**src/sv/deadline_job_sequencer_macros.svh**
```systemverilog
// Assertion macros for the deadline job sequencer.
// Included by the top level; expects i_clk and i_rst_n in scope.
`ifndef DEADLINE_JOB_SEQUENCER_MACROS_SVH
`define DEADLINE_JOB_SEQUENCER_MACROS_SVH

// Check a condition at every clock edge outside reset.
`define DJS_ASSERT_ALWAYS(lbl, expr, msg) \
    lbl: assert property (@(posedge i_clk) disable iff (!i_rst_n) (expr)) \
        else $error(msg);

// Check that an antecedent implies a consequent in the same cycle.
`define DJS_ASSERT_IMPL(lbl, ante, cons, msg) \
    lbl: assert property (@(posedge i_clk) disable iff (!i_rst_n) (ante) |-> (cons)) \
        else $error(msg);

`endif

```
**src/sv/djs_pkg.sv**
```systemverilog
// Shared types, codes and helpers for the deadline job sequencer.
// No dependencies; imported by every module of the block.
package djs_pkg;

    localparam int SLOTS = 16;
    localparam int IDX_W = $clog2(SLOTS);
    localparam int CNT_W = $clog2(SLOTS + 1);
    localparam int DLC_W = 9;

    localparam logic [1:0] OP_CLEAR = 2'd0;
    localparam logic [1:0] OP_OFFER = 2'd1;
    localparam logic [1:0] OP_DUMP  = 2'd2;
    localparam logic [1:0] OP_NOP   = 2'd3;

    localparam logic [1:0] K_CLEAR  = 2'd0;
    localparam logic [1:0] K_OFFER  = 2'd1;
    localparam logic [1:0] K_DUMP   = 2'd2;
    localparam logic [1:0] K_STATUS = 2'd3;

    typedef struct packed {
        logic [1:0]  op;
        logic [7:0]  job_id;
        logic [7:0]  job_deadline;
        logic [15:0] job_profit;
    } t_in_item;

    typedef struct packed {
        logic        accepted;
        logic [7:0]  entry_id;
        logic [4:0]  entry_count;
        logic [31:0] total_profit;
        logic        last;
    } t_out_item;

    typedef struct packed {
        logic [1:0]  kind;
        logic [7:0]  id;
        logic [7:0]  dl;
        logic [15:0] profit;
    } t_cmd;

    typedef struct packed {
        logic valid;
        t_cmd cmd;
    } t_q_head;

    typedef struct packed {
        logic             dumping;
        logic [CNT_W-1:0] count;
    } t_back_stat;

    function automatic logic [4:0] f_cnt5(input logic [CNT_W-1:0] c);
        logic [31:0] w;
        w = 32'(c);
        return w[4:0];
    endfunction

endpackage

```
**src/sv/deadline_job_sequencer.sv**
```systemverilog
// Top level of the deadline job sequencer: front queue plus schedule back end.
// Depends on djs_pkg, djs_front, djs_back and deadline_job_sequencer_macros.svh.
//
//  channel | direction | handshake                 | payload
//  --------+-----------+---------------------------+-----------------------
//  in      | input     | i_in_valid / o_in_ready   | i_in_item  (t_in_item)
//  out     | output    | o_out_valid / i_out_ready | o_out_item (t_out_item)
//
// An offer goes through the back end as a slot compare, then a placement check
// and commit, whether it is kept or turned away as infeasible; clear, status,
// offers to a full schedule and offers with deadline zero are answered straight
// from idle; a dump sends one result per schedule entry through the single output register.
// Reset (synchronous, active low) empties the queue, the schedule count and the
// profit total; slot contents stay undefined and are never read before written.
// A two-entry command queue lets input accept while the back end or output stalls.
`include "deadline_job_sequencer_macros.svh"

module deadline_job_sequencer (
    input  logic               i_clk,
    input  logic               i_rst_n,
    input  logic               i_in_valid,
    output logic               o_in_ready,
    input  djs_pkg::t_in_item  i_in_item,
    output logic               o_out_valid,
    input  logic               i_out_ready,
    output djs_pkg::t_out_item o_out_item
);
    import djs_pkg::*;

    t_q_head    head;
    logic       pop;
    t_back_stat stat;

    // Accept and classify incoming transactions; queue them for the back end.
    djs_front u_front (
        .i_clk      (i_clk),
        .i_rst_n    (i_rst_n),
        .i_in_valid (i_in_valid),
        .o_in_ready (o_in_ready),
        .i_in_item  (i_in_item),
        .o_head     (head),
        .i_pop      (pop)
    );

    // Execute commands against the schedule and drive results.
    djs_back u_back (
        .i_clk       (i_clk),
        .i_rst_n     (i_rst_n),
        .i_head      (head),
        .o_pop       (pop),
        .o_out_valid (o_out_valid),
        .i_out_ready (i_out_ready),
        .o_out_item  (o_out_item),
        .o_stat      (stat)
    );

    // Schedule never grows past its slot count.
    `DJS_ASSERT_ALWAYS(a_count_bound, stat.count <= CNT_W'(SLOTS), "schedule count overflow")

    // A pending non-final result can only come from a dump still in progress.
    `DJS_ASSERT_IMPL(a_nonlast_dump,
        o_out_valid && !o_out_item.last, stat.dumping,
        "non-final result outside dump")

    // An accepted offer is a single final result with no entry id.
    `DJS_ASSERT_IMPL(a_accept_shape,
        o_out_valid && o_out_item.accepted,
        o_out_item.last && (o_out_item.entry_id == 8'd0),
        "malformed accept result")

endmodule

```
**src/sv/djs_front.sv**
```systemverilog
// Front end: accepts input transactions, classifies them into commands
// and holds them in a two-entry queue. Depends on djs_pkg.
module djs_front (
    input  logic              i_clk,
    input  logic              i_rst_n,
    input  logic              i_in_valid,
    output logic              o_in_ready,
    input  djs_pkg::t_in_item i_in_item,
    output djs_pkg::t_q_head  o_head,
    input  logic              i_pop
);
    import djs_pkg::*;

    t_cmd       r_mem [2];
    logic       r_wp, r_rp;
    logic [1:0] r_cnt;
    t_cmd       cls;
    logic       push;

    // Fold offers with deadline zero into a status command: never feasible.
    always_comb begin
        cls.id     = i_in_item.job_id;
        cls.dl     = i_in_item.job_deadline;
        cls.profit = i_in_item.job_profit;
        case (i_in_item.op)
            OP_CLEAR: cls.kind = K_CLEAR;
            OP_OFFER: cls.kind = (i_in_item.job_deadline == 8'd0) ? K_STATUS : K_OFFER;
            OP_DUMP:  cls.kind = K_DUMP;
            default:  cls.kind = K_STATUS;
        endcase
    end

    assign o_in_ready   = (r_cnt != 2'd2);
    assign push         = i_in_valid && o_in_ready;
    assign o_head.valid = (r_cnt != 2'd0);
    assign o_head.cmd   = r_mem[r_rp];

    always_ff @(posedge i_clk) begin
        if (!i_rst_n) begin
            r_wp  <= 1'b0;
            r_rp  <= 1'b0;
            r_cnt <= 2'd0;
        end else begin
            if (push) begin
                r_wp <= ~r_wp;
            end
            if (i_pop) begin
                r_rp <= ~r_rp;
            end
            case ({push, i_pop})
                2'b10:   r_cnt <= r_cnt + 2'd1;
                2'b01:   r_cnt <= r_cnt - 2'd1;
                default: r_cnt <= r_cnt;
            endcase
        end
    end

    always_ff @(posedge i_clk) begin
        if (push) begin
            r_mem[r_wp] <= cls;
        end
    end

endmodule

```
**src/sv/djs_back.sv**
```systemverilog
// Back end: keeps the schedule, places offers, runs clears and dumps,
// and drives the output register. Depends on djs_pkg.
module djs_back (
    input  logic                i_clk,
    input  logic                i_rst_n,
    input  djs_pkg::t_q_head    i_head,
    output logic                o_pop,
    output logic                o_out_valid,
    input  logic                i_out_ready,
    output djs_pkg::t_out_item  o_out_item,
    output djs_pkg::t_back_stat o_stat
);
    import djs_pkg::*;

    localparam logic [1:0] ST_IDLE  = 2'd0;
    localparam logic [1:0] ST_PLACE = 2'd1;
    localparam logic [1:0] ST_DUMP  = 2'd2;

    logic [1:0]       r_state, n_state;
    logic [7:0]       r_ids [SLOTS];
    logic [7:0]       n_ids [SLOTS];
    logic [7:0]       r_dls [SLOTS];
    logic [7:0]       n_dls [SLOTS];
    logic [CNT_W-1:0] r_count, n_count;
    logic [31:0]      r_sum, n_sum;
    logic [SLOTS-1:0] r_ge, n_ge;
    t_cmd             r_job, n_job;
    logic [IDX_W-1:0] r_idx, n_idx;
    logic             r_out_valid, n_out_valid;
    t_out_item        r_out, n_out;

    logic             out_free;
    logic [SLOTS-1:0] ge, live, ins, mv, ge_prev, mv_prev;
    logic             fit;
    logic [32:0]      sum33;

    assign out_free = !r_out_valid || i_out_ready;
    assign o_pop    = (r_state == ST_IDLE) && i_head.valid && out_free;

    // Entries at or below the new deadline form a prefix of the sorted list.
    always_comb begin
        for (int p = 0; p < SLOTS; p++) begin
            live[p] = (CNT_W'(p) < r_count);
            ge[p]   = live[p] && (i_head.cmd.dl >= r_dls[p]);
        end
    end

    // Insert point is the first slot past the prefix; later entries shift up.
    assign ge_prev = {r_ge[SLOTS-2:0], 1'b1};
    assign ins     = ge_prev & ~r_ge;
    assign mv      = live & ~r_ge;
    assign mv_prev = {mv[SLOTS-2:0], 1'b0};

    always_comb begin
        fit = 1'b1;
        for (int p = 0; p < SLOTS; p++) begin
            if (ins[p] && (DLC_W'(r_job.dl) < DLC_W'(p + 1))) begin
                fit = 1'b0;
            end
            if (mv[p] && (DLC_W'(r_dls[p]) < DLC_W'(p + 2))) begin
                fit = 1'b0;
            end
        end
    end

    assign sum33 = {1'b0, r_sum} + 33'(r_job.profit);

    always_comb begin
        n_state     = r_state;
        n_ids       = r_ids;
        n_dls       = r_dls;
        n_count     = r_count;
        n_sum       = r_sum;
        n_ge        = r_ge;
        n_job       = r_job;
        n_idx       = r_idx;
        n_out_valid = r_out_valid && !i_out_ready;
        n_out       = r_out;

        case (r_state)
            ST_IDLE: begin
                if (o_pop) begin
                    case (i_head.cmd.kind)
                        K_CLEAR: begin
                            n_count     = '0;
                            n_sum       = '0;
                            n_out_valid = 1'b1;
                            n_out       = '{accepted: 1'b0, entry_id: 8'd0,
                                            entry_count: 5'd0, total_profit: 32'd0,
                                            last: 1'b1};
                        end
                        K_OFFER: begin
                            if (r_count == CNT_W'(SLOTS)) begin
                                n_out_valid = 1'b1;
                                n_out       = '{accepted: 1'b0, entry_id: 8'd0,
                                                entry_count: f_cnt5(r_count),
                                                total_profit: r_sum, last: 1'b1};
                            end else begin
                                n_ge    = ge;
                                n_job   = i_head.cmd;
                                n_state = ST_PLACE;
                            end
                        end
                        K_DUMP: begin
                            if (r_count == '0) begin
                                n_out_valid = 1'b1;
                                n_out       = '{accepted: 1'b0, entry_id: 8'd0,
                                                entry_count: 5'd0,
                                                total_profit: r_sum, last: 1'b1};
                            end else begin
                                n_idx   = '0;
                                n_state = ST_DUMP;
                            end
                        end
                        default: begin
                            n_out_valid = 1'b1;
                            n_out       = '{accepted: 1'b0, entry_id: 8'd0,
                                            entry_count: f_cnt5(r_count),
                                            total_profit: r_sum, last: 1'b1};
                        end
                    endcase
                end
            end
            ST_PLACE: begin
                if (out_free) begin
                    n_state     = ST_IDLE;
                    n_out_valid = 1'b1;
                    if (fit) begin
                        for (int p = 0; p < SLOTS; p++) begin
                            if (ins[p]) begin
                                n_ids[p] = r_job.id;
                                n_dls[p] = r_job.dl;
                            end else if (mv_prev[p]) begin
                                n_ids[p] = r_ids[(p == 0) ? 0 : p - 1];
                                n_dls[p] = r_dls[(p == 0) ? 0 : p - 1];
                            end
                        end
                        n_count = r_count + CNT_W'(1);
                        n_sum   = sum33[32] ? 32'hFFFF_FFFF : sum33[31:0];
                    end
                    n_out = '{accepted: fit, entry_id: 8'd0,
                              entry_count: f_cnt5(n_count),
                              total_profit: n_sum, last: 1'b1};
                end
            end
            ST_DUMP: begin
                if (out_free) begin
                    n_out_valid = 1'b1;
                    n_out       = '{accepted: 1'b0, entry_id: r_ids[r_idx],
                                    entry_count: f_cnt5(r_count),
                                    total_profit: r_sum,
                                    last: (CNT_W'(r_idx) + CNT_W'(1) == r_count)};
                    n_idx       = r_idx + IDX_W'(1);
                    if (CNT_W'(r_idx) + CNT_W'(1) == r_count) begin
                        n_state = ST_IDLE;
                    end
                end
            end
            default: begin
                n_state = ST_IDLE;
            end
        endcase
    end

    always_ff @(posedge i_clk) begin
        if (!i_rst_n) begin
            r_state     <= ST_IDLE;
            r_count     <= '0;
            r_sum       <= '0;
            r_out_valid <= 1'b0;
        end else begin
            r_state     <= n_state;
            r_count     <= n_count;
            r_sum       <= n_sum;
            r_out_valid <= n_out_valid;
        end
    end

    always_ff @(posedge i_clk) begin
        r_ids <= n_ids;
        r_dls <= n_dls;
        r_ge  <= n_ge;
        r_job <= n_job;
        r_idx <= n_idx;
        r_out <= n_out;
    end

    assign o_out_valid    = r_out_valid;
    assign o_out_item     = r_out;
    assign o_stat.dumping = (r_state == ST_DUMP);
    assign o_stat.count   = r_count;

endmodule
```
**config.mk**
```make
export PLATFORM = sky130hd
export DESIGN_NAME = deadline_job_sequencer
export DESIGN_NICKNAME = d
export VERILOG_FILES = /design/src/sv/djs_pkg.sv /design/src/sv/deadline_job_sequencer.sv /design/src/sv/djs_front.sv /design/src/sv/djs_back.sv
export VERILOG_INCLUDE_DIRS = /design/src /design/src/sv
export SDC_FILE = /design/constraint.sdc
export NUM_CORES = 1
export LEC_CHECK = 0
export ABC_AREA = 1
export BUFFER_PORTS_ARGS = -buffer_cell sky130_fd_sc_hd__buf_4
export CAP_MARGIN = 20
export CORE_ASPECT_RATIO = 1.75
export CORE_MARGIN = 8
export CORE_UTILIZATION = 50
export DETAILED_ROUTE_END_ITERATION = 7
export GPL_TIMING_DRIVEN = 0
export PLACE_DENSITY = 0.71
export SETUP_SLACK_MARGIN = 0.02
export SYNTH_ARGS = -nofsm -noshare
export SYNTH_HDL_FRONTEND = slang
export SYNTH_HIERARCHICAL = 1
export SYNTH_SLANG_ARGS = --single-unit
```
**constraint.sdc**
```tcl
create_clock -name i_clk -period 20.1 [get_ports i_clk]
set_clock_uncertainty 0.15 [all_clocks]
set_input_delay 1.005 -clock i_clk [delete_from_list [all_inputs] [get_ports i_clk]]
set_output_delay 1.005 -clock i_clk [all_outputs]
set_load 0.01 [all_outputs]
```
; After elaboration in Yosys (flattened, before gate mapping)
; Memories as Yosys holds them, arrays and structs flattened. A register that Yosys moved wholly into a read port is not among the register bits.
; Index checks and enable logic that the tools add are counted.
[word_totals]
ramBits = 68
input_bits = 38
output_inout_bits = 49
mem_count = 1
rom_bits = 0
reg_bits = 399
latch_bits = 0
[memory_table]
columns = name, words, width, rd, rd_clocked_by_memory_dff, wr, line_no
row1 = u_front.r_mem, 2, 34, 1, 1, 1, djs_front.sv:14  ; t_cmd r_mem [2];
[op_classes]
n_addsub = 6
reduce_logical = 102
multipliers = 0
n_bitwise = 7
div = 0
order_cmp = 65
eq_ne = 23
n_mux = 139
shifts = 0
[op_table]
columns = cell, count
row1 = 2-to-1 mux 8 bit, 62
row2 = one-hot mux 47 bit (3 select lines), 2
row3 = 2-to-1 mux 47 bit, 5
row4 = 2-to-1 mux 32 bit, 5
row5 = greater-or-equal comparator 8 bit, 16
row6 = "< comparator 8 x 4 -> 1 bit, second input constant", 16
row7 = AND reduction 4 bit, 18
row8 = "< comparator 8 x 3 -> 1 bit, second input constant", 8
row9 = one-hot mux 32 bit (2 select lines), 1
row10 = logical AND 1 bit, 52
row11 = "< comparator 4 x 5 -> 1 bit, first input constant", 8
row12 = 2-to-1 mux 1 bit, 40
row13 = nonzero test 2 bit, 19
row14 = adder 32 x 16 -> 33 bit, 1
row15 = bitwise AND 16 bit, 2
row16 = binary-select mux 8 bit (select 4 bit), 1
row17 = "< comparator 8 x 2 -> 1 bit, second input constant", 4
row18 = "< comparator 8 x 5 -> 1 bit, second input constant", 3
row19 = "< comparator 3 x 5 -> 1 bit, first input constant", 4
row20 = 2-to-1 mux 5 bit, 4
row21 = 2-to-1 mux 4 bit, 4
row22 = inverter 16 bit, 1
row23 = "!= test 3 bit, second input constant", 5
row24 = 2-to-1 mux 2 bit, 7
row25 = 32 further kinds, 54

; Longest topological paths before layout
[depth]
depth_word = 38
ltp_mapped = 18
mapped_depth_nobuf = 18

; Cells and area by module
; The synthesis kept the hierarchy.
[modules_own_cells]
columns = module, n_inst, cells_each, area_per_inst_um2
row1 = djs_back, 1, 2815, 23475.0
row2 = djs_front, 1, 152, 2882.8

; Worst setup path before layout
; Ideal clock, no wire load.
[synth_timing]
path_type = input-to-reg
from = input port i_out_ready
to = register u_back.r_ge[0], enable pin
stages = 2
setup_slack_ns = 13.694
arrival_time_ns = 5.683
path_cell_list = nor2_1 -> nor4_1
[synth_between]
elab_chain_cells = 3
[synth_lines]
columns = item, line_no
row1 = "start, declared", deadline_job_sequencer.sv:25  ; input logic i_out_ready,
row2 = logical OR 1 bit, djs_back.sv:37  ; assign out_free = !r_out_valid || i_out_ready;
row3 = logical AND 1 bit, djs_back.sv:38  ; assign o_pop = (r_state == ST_IDLE) && i_head.valid && out_free;
row4 = AND reduction 4 bit (no source line), -
row5 = "end signal, assigned", djs_back.sv:182  ; r_ge <= n_ge;
row6 = "end, declared", djs_back.sv:26  ; logic [SLOTS-1:0] r_ge, n_ge;
; Every way passes these cells.
; A chain may end at the register's enable or synchronous reset.

==> flow_metrics.tcl <==
set metrics [dict create \
    synth_cell_type_count 52 \
    grt_pass1_wl_mm 138 \
    fillers 4606 \
    clock-sinks 468 \
    die_area_mm2 0.0606 \
    crit_type "flip-flop to flip-flop" \
    syn_avg_cell_area_um2 8.88 \
    tightest_slew_ns 1.13 \
    critical_path.startpoint_type "flip-flop" \
    seq_area_frac_synth 0.516 \
    clkLatencyLatePin_ns 0.59 \
    netlist_area_mm2 0.0264 \
    grt_util_all_layers 0.304 \
    cts_tree "built" \
    core.rowCount 111 \
    die_x_um 190 \
    clkSlewWorstSetupHoldPaths_ns 0.06 \
    synth-edff-count 423 \
    root_buffer "clkbuf_16" \
    p_per_area_mw_per_mm2 130 \
    cts_buffers 45 \
    grt_max_degree 24 \
    setup_viol 0 \
    rsz0062_at_grt "false" \
    synth_top_family_by_area "simple AND/OR/NAND/NOR gates" \
    cp.arrival_ns 4.40 \
    cts_hold_buf 0 \
    combPwrFrac 0.403 \
    slew_violations 0 \
    detail_route.vias_per_cell 5.99 \
    p_sw_frac 0.406 \
    setup_tns_ns 0 \
    drc_errors 0 \
    leakagePower_nw 12.4 \
    power.internal_w 0.00230 \
    cts_max_level 2 \
    hold_path_class "flip-flop to flip-flop" \
    ys_ff_latch 468 \
    synth.area.top_cells "edfxtp_1, nand2_1, o21ai_0" \
    synthMuxAreaShare 0.0188 \
    vias 23000 \
    overflow 0 \
    synthXorXnorAreaFrac 0.00465 \
    power.share.sequential 0.361 \
    layout.nets 3309 \
    start_util 0.505 \
    antenna_found_initial 0 \
    synth_area_leader_cell "edfxtp_1" \
    post_cts_resized 0 \
    core_mm2 0.0522 \
    synth_compound_area_frac 0.127 \
    synth_simple_gate_area_frac 0.184 \
    first_pass_iters 6 \
    wire_per_inst_um 24.6 \
    maxCapViolations 0 \
    diodes 0 \
    period_needed_ns 4.26 \
    drive_gt1_frac 0.0866 \
    ir_worst_vdd_uv 101 \
    async_reset_ff_frac 0 \
    cts_setup_buffers 0 \
    hold_viol 0 \
    clk_path_buf_depth 3 \
    globalplace.congestion 1.03 \
    io_pins 87 \
    grt_pass1_vias 23100 \
    crit_fanout 10 \
    ant_nets 0 \
    timing.hold.ws_ns 0.306 \
    ys.flop_type "edfxtp_1" \
    dr.first_iter.drc_count 2276 \
    relSlewSlack 0.250 \
    max_freq_ghz 0.235 \
    outcome "finished clean" \
    synth_warnings 6 \
    crit_required_ns 20.24 \
    area_delta_synth_final_pct 12.5 \
    dp_hpwl_mm 71.5 \
    die_h_um 320 \
    synth_fp_nets 3161 \
    finalCritPeriodShare 0.212 \
    end_kind "flip-flop" \
    clkPwrFrac 0.236 \
    portBuffers 86 \
    wl_mm 94.3 \
    synth-adder-area-share 0.0743 \
    netlist_instances 2967 \
    synth_top_area_share 0.482 \
    power.switching_w 0.00157 \
]
==> metal layers <==
metal  up-vias  wire [um]  track usage
li1      10400          -            -
met1     10800      29100        0.292
met2      1319      47200        0.540
met3       511       6830       0.0420
met4         0      11200        0.307
met5         -          0            0
==> worst paths after layout <==
path / startpoint / end / cells after the start / slack (ns)
setup / recovery: u_back/r_job[0] / u_back/o_out_item[13] / 17 / 15.84
hold / removal: u_back/r_job[18] / u_back/r_dls[122] / 0 / 0.31
setup reg to reg: u_back/r_job[0] / u_back/o_out_item[13] / 17 / 15.84
hold reg to reg: u_back/r_job[18] / u_back/r_dls[122] / 0 / 0.31
==> final cells by class <==
type | instances | area (um^2) | area share
sequential | 468 | 13600 | 0.459
multi-input combinational | 2003 | 10800 | 0.365
inverter | 375 | 1410 | 0.0476
clock buffer | 58 | 1250 | 0.0421
tap | 678 | 848 | 0.0286
timing repair buffer | 101 | 825 | 0.0278
buffer | 121 | 571 | 0.0192
clock inverter | 25 | 317 | 0.0107
==> power groups by stage <==
stage / clock, W / combinational (W) / sequential [W]
floorplan: 0 / 0.000893 / 0.00141
global placement: 0 / 0.00144 / 0.00144
detailed placement: 0 / 0.00152 / 0.00141
CTS: 0.000920 / 0.00153 / 0.00139
global route: 0.000952 / 0.00168 / 0.00141
finish: 0.000910 / 0.00156 / 0.00140
==> registers in the layout, summed over array words and instances, names as in the netlist, named ones only <==
register / cells
u_back/o_out_item: 47
u_back/o_out_valid: 1
u_back/r_count: 5
u_back/r_dls: 128
u_back/r_ge: 16
u_back/r_ids: 128
u_back/r_idx: 4
u_back/r_job: 32
u_back/r_state: 2
u_back/r_sum: 32
u_front/r_cnt: 2
u_front/r_mem: 68
u_front/r_rp: 1
u_front/r_wp: 1
==> through the flow <==
step | cells | power [W] | instance area (um^2) | worst slack, ns | util
2_1_floorplan | 2967 | 0.00231 | 26400 | 13.69 | -
3_3_place_gp | 3731 | 0.00287 | 27900 | 10.12 | 0.533
3_5_place_dp | 3746 | 0.00294 | 28100 | 15.95 | 0.538
4_1_cts | 3829 | 0.00384 | 29600 | 15.93 | 0.568
5_1_grt | 3829 | 0.00404 | 29600 | 15.72 | 0.568
6_report | 3829 | 0.00387 | 29600 | 15.84 | 0.568
==> cell usage in the layout, fill, tap and decap left out, drive strengths merged <==
cell,count
nor4,2
or2,5
nand4,31
o21ai,410
a21oi,165
nand3,144
a41oi,1
clkinvlp,2
nand3b,7
nor2b,1
nor3,17
fa,1
o211ai,24
inv,370
nand2,738
bufinv,6
nor2,217
o22ai,5
o311ai,1
o2111ai,13
o21bai,2
o2111a,1
and3,2
clkinv,22
dfxtp,45
buf,130
o41ai,2
xnor2,6
o221ai,8
ha,155
o31ai,3
edfxtp,423
clkbuf,150
xor2,8
mux2,34
==> critical path, cell delays in order (launching register included) <==
cell and delay [ns]:
edfxtp_1 0.43, ha_1 0.26, inv_1 0.07, fa_1 0.41
inv_1 0.24, nand3_1 0.11, nand2_1 0.14, nand2_1 0.07
nand2_1 0.20, nand2_1 0.13, nand2_1 0.24, nand2_1 0.11
clkbuf_1 0.36, nand3_1 0.28, nand3_1 0.10, nand2_1 0.08
nand2_1 0.06, o21ai_0 0.53
==> cells in the mapped netlist (2+ instances only) <==
master,n
clkinv_1,7
nor2_1,202
o211ai_1,24
o21ai_1,12
mux2_2,4
inv_2,7
nor2_2,2
o31ai_1,3
nand2_1,736
o221ai_1,8
nor2_4,12
xnor2_1,6
buf_6,4
dfxtp_1,45
ha_1,155
nand3b_1,7
o41ai_1,2
buf_12,3
o21ai_0,398
nor4_1,2
o2111ai_1,13
buf_1,5
o22ai_1,5
inv_1,359
mux2_4,30
a21oi_1,165
buf_2,14
or2_2,4
xor2_1,8
nand4_1,31
buf_4,2
nor3_1,17
clkbuf_1,91
and3_1,2
edfxtp_1,423
o21bai_1,2
nand3_1,142
==> cells by family (layout without fill, tap and decap cells) <==
kind of cell    count (synthesis)  count (layout)
compound gates                635             635
simple gates                 1164            1164
mux                            34              34
buf+inv                       496             680
xor+xnor                       14              14
fa+ha+maj                     156             156
flops                         468             468
Note: power is estimated with default switching activity, not from simulation.
